===== config.mk =====
export PLATFORM = sky130hd
export DESIGN_NAME = exact_fraction_compare_top
export DESIGN_NICKNAME = d
export VERILOG_FILES = /design/src/rtl/core/efc_pkg.sv /design/src/rtl/core/efc_div.sv /design/src/rtl/core/efc_qcmp.sv /design/src/rtl/core/exact_fraction_compare_top.sv
export SDC_FILE = /design/constraint.sdc
export NUM_CORES = 1
export LEC_CHECK = 0
export BUFFER_PORTS_ARGS = -buffer_cell sky130_fd_sc_hd__clkbuf_2
export CAP_MARGIN = 20
export CORE_ASPECT_RATIO = 0.9
export CORE_MARGIN = 5
export CORE_UTILIZATION = 30
export CTS_BUF_LIST = sky130_fd_sc_hd__clkbuf_4
export DETAILED_ROUTE_END_ITERATION = 6
export PLACE_DENSITY = 0.44
export SYNTH_ARGS = -nofsm -noshare
export SYNTH_HDL_FRONTEND = slang
export SYNTH_HIERARCHICAL = 1
export SYNTH_SLANG_ARGS = --single-unit

===== constraint.sdc =====
create_clock -name clk -period 5.6 [get_ports clk]
set_input_delay 0 -clock clk [delete_from_list [all_inputs] [get_ports clk]]
set_output_delay 0 -clock clk [all_outputs]
set_load 0.03 [all_outputs]

===== src/rtl/core/efc_pkg.sv =====
// ----------------------------------------------------------------------------
// efc_pkg: shared types and constants for the fraction comparator
// Field width, order codes, sequencer states and the control and status
// bundles passed between the serial dividers, the quotient comparator
// and the top-level sequencer.
// ----------------------------------------------------------------------------
package efc_pkg;

	localparam int unsigned W     = 64;
	localparam int unsigned CNT_W = $clog2(W);

	typedef logic [W-1:0]     word_t;
	typedef logic [CNT_W-1:0] cnt_t;

	localparam cnt_t CNT_LAST = cnt_t'(W - 1);

	typedef logic [1:0] order_t;
	localparam order_t ORD_LESS    = 2'd0;
	localparam order_t ORD_EQUAL   = 2'd1;
	localparam order_t ORD_GREATER = 2'd2;

	typedef enum logic [1:0] {
		ST_IDLE,
		ST_RUN,
		ST_CHECK
	} state_t;

	// load: take a new dividend/divisor pair; step: one quotient bit
	typedef struct packed {
		logic load;
		logic step;
	} div_ctl_t;

	// diff: quotients differ in some bit seen so far; less: left < right
	typedef struct packed {
		logic diff;
		logic less;
	} qcmp_stat_t;

endpackage


===== src/rtl/core/efc_div.sv =====
// ----------------------------------------------------------------------------
// efc_div: bit-serial restoring divider
// Shifts the dividend out one bit per cycle while step is high, into a
// partial remainder, giving one quotient bit per step, most significant first.
// ----------------------------------------------------------------------------
module efc_div (
	input  logic              clk,
	input  efc_pkg::div_ctl_t ctl,
	input  efc_pkg::word_t    dividend,
	input  efc_pkg::word_t    divisor,
	output logic              qbit,
	output efc_pkg::word_t    rem,
	output efc_pkg::word_t    dsr
);

	efc_pkg::word_t       dvd_q;
	efc_pkg::word_t       rem_q;
	efc_pkg::word_t       dsr_q;
	logic [efc_pkg::W:0]  shifted;
	logic [efc_pkg::W:0]  trial;

	always_comb begin
		shifted = {rem_q, dvd_q[efc_pkg::W-1]};
		trial   = shifted - {1'b0, dsr_q};
		qbit    = ~trial[efc_pkg::W];
	end

	// subtract only when the shifted remainder covers the divisor
	always_ff @(posedge clk) begin
		if (ctl.load) begin
			dvd_q <= dividend;
			rem_q <= '0;
			dsr_q <= divisor;
		end else if (ctl.step) begin
			dvd_q <= {dvd_q[efc_pkg::W-2:0], 1'b0};
			rem_q <= qbit ? trial[efc_pkg::W-1:0] : shifted[efc_pkg::W-1:0];
		end
	end

	assign rem = rem_q;
	assign dsr = dsr_q;

endmodule


===== src/rtl/core/efc_qcmp.sv =====
// ----------------------------------------------------------------------------
// efc_qcmp: serial quotient comparator
// Watches both quotient bit streams, most significant first, and latches
// the order at the first position where they differ.
// ----------------------------------------------------------------------------
module efc_qcmp (
	input  logic                clk,
	input  logic                arst_n,
	input  logic                clear,
	input  logic                step,
	input  logic                lbit,
	input  logic                rbit,
	output efc_pkg::qcmp_stat_t stat
);

	logic diff_q;
	logic less_q;

	always_ff @(posedge clk or negedge arst_n) begin
		if (!arst_n) begin
			diff_q <= 1'b0;
			less_q <= 1'b0;
		end else if (clear) begin
			diff_q <= 1'b0;
			less_q <= 1'b0;
		end else if (step && !diff_q && (lbit != rbit)) begin
			diff_q <= 1'b1;
			less_q <= rbit;
		end
	end

	assign stat.diff = diff_q;
	assign stat.less = less_q;

endmodule


===== src/rtl/core/exact_fraction_compare_top.sv =====
// ----------------------------------------------------------------------------
// exact_fraction_compare_top: exact order of two unsigned 64-bit fractions
// Expands both fractions together as continued fractions with two
// bit-serial dividers and compares the quotients term by term.
// ----------------------------------------------------------------------------
// Usage: pulse start while busy is low to transfer left_num/left_den and
// right_num/right_den. The answer appears on order and bad_input, marked by
// done, high for exactly one cycle; order and bad_input keep it until the
// next accepted start, but capture it in that cycle. Each continued-fraction
// term takes W = 64 quotient bits from the two serial dividers running in
// lockstep, then an inspection of the quotients and remainders; a comparison
// has up to about 93 terms for 64-bit operands. A zero denominator skips the
// division entirely: done rises in the cycle after start, with bad_input set
// and order reading equal. busy drops in the cycle that done rises, so the
// next item may be transferred while a result shows.
// ----------------------------------------------------------------------------
module exact_fraction_compare_top (
	input  logic                   clk,
	input  logic                   arst_n,
	input  logic                   start,
	output logic                   busy,
	input  logic [63:0]            left_num,
	input  logic [63:0]            left_den,
	input  logic [63:0]            right_num,
	input  logic [63:0]            right_den,
	output logic                   done,
	output logic [1:0]             order,
	output logic                   bad_input
);

	efc_pkg::state_t     state_q, state_nxt;
	efc_pkg::cnt_t       cnt_q;
	logic                flip_q;
	logic                done_q;
	efc_pkg::order_t     order_q;
	logic                bad_q;

	efc_pkg::div_ctl_t   dctl;
	logic                qclear;
	logic                accept;
	logic                den_zero;

	efc_pkg::word_t      l_dvd, l_dsr, r_dvd, r_dsr;
	logic                l_qbit, r_qbit;
	efc_pkg::word_t      l_rem, r_rem, l_div, r_div;
	efc_pkg::qcmp_stat_t qstat;

	logic                l_rz, r_rz;
	logic                decided;
	efc_pkg::order_t     raw_order;
	efc_pkg::order_t     fin_order;

	assign accept   = start && (state_q == efc_pkg::ST_IDLE);
	assign den_zero = (left_den == '0) || (right_den == '0);

	// term inspection: quotients first, then a zero remainder
	always_comb begin
		l_rz      = (l_rem == '0);
		r_rz      = (r_rem == '0);
		decided   = qstat.diff || l_rz || r_rz;
		raw_order = efc_pkg::ORD_EQUAL;
		if (qstat.diff) begin
			raw_order = qstat.less ? efc_pkg::ORD_LESS : efc_pkg::ORD_GREATER;
		end else if (l_rz && r_rz) begin
			raw_order = efc_pkg::ORD_EQUAL;
		end else if (l_rz) begin
			raw_order = efc_pkg::ORD_LESS;
		end else if (r_rz) begin
			raw_order = efc_pkg::ORD_GREATER;
		end
		// odd terms compare reciprocals, so flip the sense
		fin_order = raw_order;
		if (flip_q && raw_order == efc_pkg::ORD_LESS) begin
			fin_order = efc_pkg::ORD_GREATER;
		end else if (flip_q && raw_order == efc_pkg::ORD_GREATER) begin
			fin_order = efc_pkg::ORD_LESS;
		end
	end

	// next state
	always_comb begin
		state_nxt = state_q;
		case (state_q)
			efc_pkg::ST_IDLE: begin
				if (accept && !den_zero) begin
					state_nxt = efc_pkg::ST_RUN;
				end
			end
			efc_pkg::ST_RUN: begin
				if (cnt_q == efc_pkg::CNT_LAST) begin
					state_nxt = efc_pkg::ST_CHECK;
				end
			end
			efc_pkg::ST_CHECK: begin
				state_nxt = decided ? efc_pkg::ST_IDLE : efc_pkg::ST_RUN;
			end
			default: begin
				state_nxt = efc_pkg::ST_IDLE;
			end
		endcase
	end

	// outputs to the datapath
	always_comb begin
		dctl.load = 1'b0;
		dctl.step = 1'b0;
		qclear    = 1'b0;
		l_dvd     = left_num;
		l_dsr     = left_den;
		r_dvd     = right_num;
		r_dsr     = right_den;
		busy      = 1'b1;
		case (state_q)
			efc_pkg::ST_IDLE: begin
				busy      = 1'b0;
				dctl.load = accept;
				qclear    = accept;
			end
			efc_pkg::ST_RUN: begin
				dctl.step = 1'b1;
			end
			efc_pkg::ST_CHECK: begin
				// next term: old divisor over old remainder
				dctl.load = !decided;
				qclear    = !decided;
				l_dvd     = l_div;
				l_dsr     = l_rem;
				r_dvd     = r_div;
				r_dsr     = r_rem;
			end
			default: begin
				busy = 1'b1;
			end
		endcase
	end

	always_ff @(posedge clk or negedge arst_n) begin
		if (!arst_n) begin
			state_q <= efc_pkg::ST_IDLE;
			cnt_q   <= '0;
			flip_q  <= 1'b0;
			done_q  <= 1'b0;
		end else begin
			state_q <= state_nxt;
			if (dctl.load) begin
				cnt_q <= '0;
			end else if (dctl.step) begin
				cnt_q <= cnt_q + 1'b1;
			end
			if (accept) begin
				flip_q <= 1'b0;
				done_q <= den_zero;
			end else if (state_q == efc_pkg::ST_CHECK) begin
				flip_q <= ~flip_q;
				done_q <= decided;
			end else begin
				done_q <= 1'b0;
			end
		end
	end

	// result payload: hold between strobes
	always_ff @(posedge clk) begin
		if (accept) begin
			order_q <= efc_pkg::ORD_EQUAL;
			bad_q   <= den_zero;
		end else if (state_q == efc_pkg::ST_CHECK && decided) begin
			order_q <= fin_order;
			bad_q   <= 1'b0;
		end
	end

	efc_div u_div_l (
		.clk      (clk),
		.ctl      (dctl),
		.dividend (l_dvd),
		.divisor  (l_dsr),
		.qbit     (l_qbit),
		.rem      (l_rem),
		.dsr      (l_div)
	);

	efc_div u_div_r (
		.clk      (clk),
		.ctl      (dctl),
		.dividend (r_dvd),
		.divisor  (r_dsr),
		.qbit     (r_qbit),
		.rem      (r_rem),
		.dsr      (r_div)
	);

	efc_qcmp u_qcmp (
		.clk    (clk),
		.arst_n (arst_n),
		.clear  (qclear),
		.step   (dctl.step),
		.lbit   (l_qbit),
		.rbit   (r_qbit),
		.stat   (qstat)
	);

	assign done      = done_q;
	assign order     = order_q;
	assign bad_input = bad_q;

endmodule

==> flow_metrics.tcl, run 1 <==
set metrics [dict create \
    synth_nets 3735 \
    synth_seq_cells 399 \
    hold_viol 0 \
    grt_pass1_vias 27600 \
    firstDrtPassIters 5 \
    via_per_inst 5.03 \
    grt_use_met3 0.0302 \
    pwr-share-seq 0.300 \
    worst-path-buf-inv 2 \
    met2_usage 0.310 \
    slew_violations 0 \
    clock_sinks 399 \
    dp_cells 4700 \
    hold_ws_ns 0.0985 \
    grt_pass1_wl_um 160000 \
    antenna_found_initial 2 \
    powerDensity_nw_per_um2 504 \
    worstMarginPinSlew_ns 1.04 \
    cts-root-buf "clkbuf_4" \
    crit_fanout 45 \
    busiest_layer "met2" \
    timing.rr.end "u_div_r/dvd_q[55]" \
    grt.overflow.total 0 \
    yosysWarnings 6 \
    grt_usage 0.203 \
    core_area_um2 92400 \
    final_util 0.398 \
    maxCapViolations 0 \
    endpoint_kind "register" \
    p_sw_frac 0.436 \
    grt.met1_usage 0.300 \
    finalSetupViolCount 0 \
    setup_tns_ns 0 \
    min_delay_path_depth 5 \
    area_growth_pct 32.2 \
    worstRegToRegCells 8 \
    antenna_left 0 \
    nets 4462 \
    synth.distinct_cells 95 \
    drc 0 \
    outcome "complete, no violations" \
    p_clk_frac 0.168 \
    p_leak_nw 16.2 \
    power.switching_mw 8.06 \
    io_pins 264 \
    wire_per_inst_um 19.1 \
    multiInputGateArea_um2 15800 \
    syn_area_per_cell_um2 8.31 \
    vdd_ir_drop_max_uv 492 \
    ff_latch_area_um2 10600 \
    cts_tree "done" \
    cts.path.max_buffers 3 \
    cts_buffers 121 \
    fmax_ghz 0.235 \
    die_h_um 299 \
    pre_cts_ws_ns 1.49 \
    die_w_um 331 \
    initial_core_util 0.301 \
    timing_worst_setup_path_type "reg -> reg" \
    rows 106 \
    portBuffers 263 \
    yosysSeqAreaShare 0.382 \
    rrSetupSlack_ns 1.34 \
    finalWirelength_um 103000 \
    rsz0062_at_grt "false" \
    path_cells "nor4_1 > nand4_1 > nor4_2 > a211oi_2 > a21o_4 > nor2_1 > inv_2 > buf_12" \
    cpPeakStageDelay_ns 0.81 \
    holdPathEnd "u_div_l/dvd_q[9]" \
    timing.final.ws_setup_ns 1.34 \
    power.total_mw 18.5 \
    synth-edff-count 257 \
    fin_crit_sh 0.761 \
    htreeDepth 3 \
    place_area_um2 30200 \
    drive_above_1_share 0.171 \
    synth_area_um2 27800 \
    final_common_cell "nand2_1" \
    dpl.hpwl_um 70900 \
    hold_path.class "in -> reg" \
    r2r-start "u_div_r/rem[14]" \
    clk_pin_slew_ns 0.07 \
    vias 27300 \
    startpoint_type "register" \
    finClkSkew_ns 0.0967 \
    async_flop_share 0.0301 \
    ys_dominant_reg_cell "edfxtp_1" \
    clock_latency_ns 0.94 \
    critPathRequiredTime_ns 6.17 \
    dr.first_iter.drc_count 1991 \
    n_fill_cell 9559 \
    hp-start "left_num[9]" \
    grt_max_degree 184 \
    fin_crit_ns 4.26 \
    layoutNonFillerInstCount 5422 \
    comb_power_share 0.532 \
    worstPathArrival_ns 4.83 \
    design_area_um2 36800 \
    slowest_stage "nor4_1" \
    die_area_um2 98900 \
    post_cts_buffers 0 \
    relSlewSlack 0.309 \
    crit_family "simple AND/OR/NAND/NOR gates" \
    gp_congestion 0.888 \
    syn_inst 3344 \
    intPower_mw 10.5 \
    mostFrequentLayoutCells "nand2_1, dlygate4sd3_1, clkbuf_2, edfxtp_1, nor2_1" \
]
## state kept, by name, summed over array words and instances, names as in the netlist
| register | flops |
|---|---|
| u_qcmp/less_q | 1 |
| u_div_r/dsr | 64 |
| order | 2 |
| bad_input | 1 |
| cnt_q | 6 |
| state_q | 2 |
| done | 1 |
| flip_q | 1 |
| u_div_l/dsr | 64 |
| u_qcmp/diff_q | 1 |
| u_div_l/dvd_q | 64 |
| u_div_r/rem | 64 |
| u_div_r/dvd_q | 64 |
| u_div_l/rem | 64 |
## area by class of cell
class / instances / area share
inverter: 173 / 0.0177
clock inverter: 37 / 0.00565
clock buffer: 193 / 0.0394
sequential: 399 / 0.289
multi-input combinational: 2596 / 0.429
antenna: 2 / 0.000136
tap: 1242 / 0.0423
timing repair buffer: 780 / 0.177
## worst max-delay path by stage
stage / to / slack [ns] / depth (start not counted) / from
floorplan: u_div_r/dvd_q[0] / 0.81 / 8 / u_div_r/rem[63]
global placement: u_div_r/dvd_q[48] / 1.55 / 8 / u_div_r/rem[14]
detailed placement: u_div_r/dvd_q[5] / 1.49 / 8 / u_div_r/rem[14]
CTS: u_div_r/dvd_q[55] / 1.38 / 8 / u_div_r/rem[14]
global route: u_div_r/dvd_q[55] / 1.16 / 8 / u_div_r/rem[14]
finish: u_div_r/dvd_q[55] / 1.34 / 8 / u_div_r/rem[14]
## repair_timing
action | CTS | global route
hold endpoints to repair | 289 | 0
resized for setup | 0 | 0
hold buffers | 490 | 0
## cell families (layout without fill, tap and decap cells)
logic type      Yosys count  count (layout)  synth area share
fa+ha+maj               132             132            0.0599
simple gates           1501            1501             0.231
other cells               0               2                 0
compound gates          661             661             0.165
flops                   399             399             0.382
mux                     184             184            0.0720
buf+inv                 349            1183            0.0526
xor+xnor                118             118            0.0374
## worst register-to-register path, cell delays in order, from the launching register on
cell	delay, ns
dfxtp_1	0.37
nor4_1	0.81
nand4_1	0.23
nor4_2	0.66
a211oi_2	0.17
a21o_4	0.39
nor2_1	0.50
inv_2	0.40
buf_12	0.33
## power groups by stage
stage	Combinational [mW]	Sequential (mW)	Clock, mW
after floorplan	7.49	5.16	0
after global placement	9.49	5.59	0
after detailed placement	9.41	5.60	0
after CTS	9.77	5.55	3.23
after global routing	10.8	5.69	3.38
final	9.85	5.56	3.11
## cells in the mapped netlist (all sizes together) (9+ instances only)
master / instances / area, um^2
nand2: 971 / 3640
edfxtp: 257 / 7720
a21oi: 215 / 1130
nor2: 215 / 807
inv: 172 / 646
clkbuf: 130 / 489
dfxtp: 130 / 2600
ha: 130 / 1630
mux2: 128 / 1440
o21ai: 112 / 564
a211oi: 82 / 746
nor4: 76 / 488
xnor2: 73 / 647
a21o: 58 / 437
nand4: 58 / 363
mux2i: 56 / 561
buf: 46 / 323
xor2: 45 / 394
nor3: 43 / 230
o21bai: 29 / 218
and3: 26 / 163
nand3: 26 / 135
o211ai: 26 / 200
nand2b: 21 / 139
o21a: 20 / 150
nor2b: 19 / 119
a311oi: 16 / 228
a31oi: 16 / 100
dfrtp: 12 / 300
o211a: 11 / 110
nor3b: 9 / 72.6
## metal layers
layer  wire [um]  vias up  share of wire
li1            -    13300              -
met1       51100    13100           0.49
met2       44600      689           0.43
met3        5350      159          0.052
met4        2360        0          0.023
met5           0        -              0
Power figures use the tool's default switching activity.
==> run 2, diff against run 1 <==
Settings changed: PLACE_DENSITY 0.44 to 0.46.
Clock period 5.6 ns to 3.5 ns, I/O delays scaled along.
==> run 2 against run 1 <==
  * Critical endpoint is now u_div_r/rem[57]
  * Register-to-register slack got worse by 1.2 ns
  * Count of clock-buffer cells in the layout rose by 11
  * Setup slack got worse by 1.2 ns
  * Design area rose by 4.9%
==> flow_metrics.tcl, run 2 (same netlist as run 1, synthesis figures left out) <==
set metrics [dict create \
    top_layer "met4" \
    drive_above_1_share 0.215 \
    pre_cts_ws_ns 0.0309 \
    htreeDepth 3 \
    power.switching_mw 13.4 \
    firstDrtPassIters 5 \
    crit_fanout 31 \
    via_per_inst 4.99 \
    grt_pass1_vias 28500 \
    grt.overflow.total 0 \
    cts.path.max_buffers 3 \
    hp-start "left_num[10]" \
    relSlewSlack 0.247 \
    p_leak_nw 17.2 \
    core_area_um2 92400 \
    antenna_left 0 \
    drc 0 \
    die_h_um 299 \
    gp_congestion 0.922 \
    fmax_ghz 0.296 \
    clock_latency_ns 0.97 \
    finalWirelength_um 106000 \
    cts_buffers 120 \
    startpoint_type "register" \
    fin_crit_sh 0.966 \
    dpl.hpwl_um 73600 \
    initial_core_util 0.301 \
    finClkSkew_ns 0.110 \
    cts_tree "done" \
    comb_power_share 0.577 \
    cts-root-buf "clkbuf_4" \
    io_pins 264 \
    crit_family "compound AO/OA/AOI/OAI gates" \
    p_sw_frac 0.424 \
    clock_sinks 399 \
    pwr-share-seq 0.267 \
    place_area_um2 31700 \
    rows 106 \
    met2WireLength_um 46500 \
    fin_crit_ns 3.38 \
    portBuffers 263 \
    worstMarginPinSlew_ns 1.13 \
    wire_per_inst_um 18.8 \
    holdPathEnd "u_div_l/dvd_q[10]" \
    powerDensity_nw_per_um2 823 \
    hold_path.class "in -> reg" \
    setup_tns_ns 0 \
    outcome "complete, no violations" \
    area_growth_pct 38.7 \
    critPathRequiredTime_ns 4.28 \
    timing_worst_setup_path_type "reg -> reg" \
    final_common_cell "nand2_1" \
    slowest_stage "edfxtp_1" \
    worstPathArrival_ns 4.16 \
    grt_pass1_wl_um 162000 \
    nets 4643 \
    final_util 0.417 \
    worst-path-buf-inv 2 \
    hold_viol 0 \
    timing.final.ws_setup_ns 0.119 \
    vdd_ir_drop_max_uv 498 \
    cpPeakStageDelay_ns 0.38 \
    design_area_um2 38600 \
    endpoint_kind "register" \
    clk_pin_slew_ns 0.07 \
    maxCapViolations 0 \
    p_clk_frac 0.157 \
    worstRegToRegCells 15 \
    rsz0062_at_grt "true" \
    grt_max_degree 183 \
    rrSetupSlack_ns 0.12 \
    slew_violations 0 \
    die_area_um2 98900 \
    intPower_mw 18.3 \
    antenna_found_initial 3 \
    path_cells "inv_1 > ha_4 > fa_2 > nand2b_4 > a21oi_4 > o21bai_2 > a211oi_2 > o211ai_1 > a21boi_2 > o31a_1 > nand3_4 > buf_16 > and3_1 > a21oi_2 > o22ai_1" \
    dr.first_iter.drc_count 2073 \
    r2r-start "u_div_r/dvd_q[63]" \
    finalSetupViolCount 0 \
    mostFrequentLayoutCells "nand2_1, dlygate4sd3_1, clkbuf_2, edfxtp_1, nor2_1" \
    grt_usage 0.204 \
    vias 28000 \
    met3_length_um 5530 \
    wl_met1_um 50700 \
    die_w_um 331 \
    min_delay_path_depth 5 \
    timing.rr.end "u_div_r/rem[57]" \
]
[run 2: routing by layer]
layer	global-route usage	vias to the layer above
met5	0	-
met4	0.0573	0
met3	0.0302	170
met2	0.321	793
met1	0.293	13300
li1	-	13700
[run 2: worst max path at each step]
| stage | start | to | slack [ns] | cells after the start |
|---|---|---|---|---|
| 4_1_cts | u_div_r/dvd_q[63] | u_div_r/rem[47] | 0.02 | 14 |
| 2_1_floorplan | u_div_r/rem[25] | u_div_l/dvd_q[0] | -0.14 | 8 |
| 6_report | u_div_r/dvd_q[63] | u_div_r/rem[57] | 0.12 | 15 |
| 3_3_place_gp | u_div_r/dsr[0] | u_div_r/rem[58] | 0.11 | 14 |
| 3_5_place_dp | u_div_r/dsr[0] | u_div_r/rem[58] | 0.03 | 14 |
| 5_1_grt | u_div_r/dvd_q[63] | u_div_r/rem[57] | -0.03 | 15 |
[run 2: per-stage QoR]
stage / hold WS, ns / total power [mW] / std cells
after floorplan: -0.296 / 20.3 / 3344
after global placement: -0.0495 / 25.6 / 4873
after detailed placement: -0.0542 / 25.5 / 4873
after CTS: 0.0000649 / 31.1 / 5586
after global routing: 0.00579 / 34.0 / 5605
final: 0.0848 / 31.7 / 5606
[run 2: power groups by stage]
stage	Combinational [mW]	Sequential (mW)	Clock, mW
finish	18.3	8.46	4.98
global route	20.0	8.66	5.40
CTS	17.5	8.46	5.15
detailed placement	17.0	8.54	0
global placement	17.1	8.52	0
floorplan	12.0	8.25	0
[run 2: worst register-to-register path, stage by stage (launching register included)]
cell	delay, ns
edfxtp_1	0.38
inv_1	0.08
ha_4	0.17
fa_2	0.34
nand2b_4	0.17
a21oi_4	0.17
o21bai_2	0.10
a211oi_2	0.22
o211ai_1	0.24
a21boi_2	0.26
o31a_1	0.18
nand3_4	0.19
buf_16	0.24
and3_1	0.28
a21oi_2	0.10
o22ai_1	0.09
[run 2: cell type report]
class | instances | area [um^2]
sequential | 399 | 10600
fill | 9396 | 53900
inverter | 173 | 664
timing repair buffer | 962 | 8140
clock inverter | 25 | 134
tap | 1242 | 1550
clock buffer | 204 | 1530
multi-input combinational | 2596 | 15900
antenna | 5 | 12.5
[run 2: timing repair]
action / 4_1_cts / 5_1_grt
endpoints found under the setup margin: 3 / 97
gates resized for setup: 2 / 29
cloned: 0 / 7
pin swaps: 0 / 10
hold buffers: 484 / 0
setup buffers: 0 / 8
endpoints found under the hold margin: 289 / 0
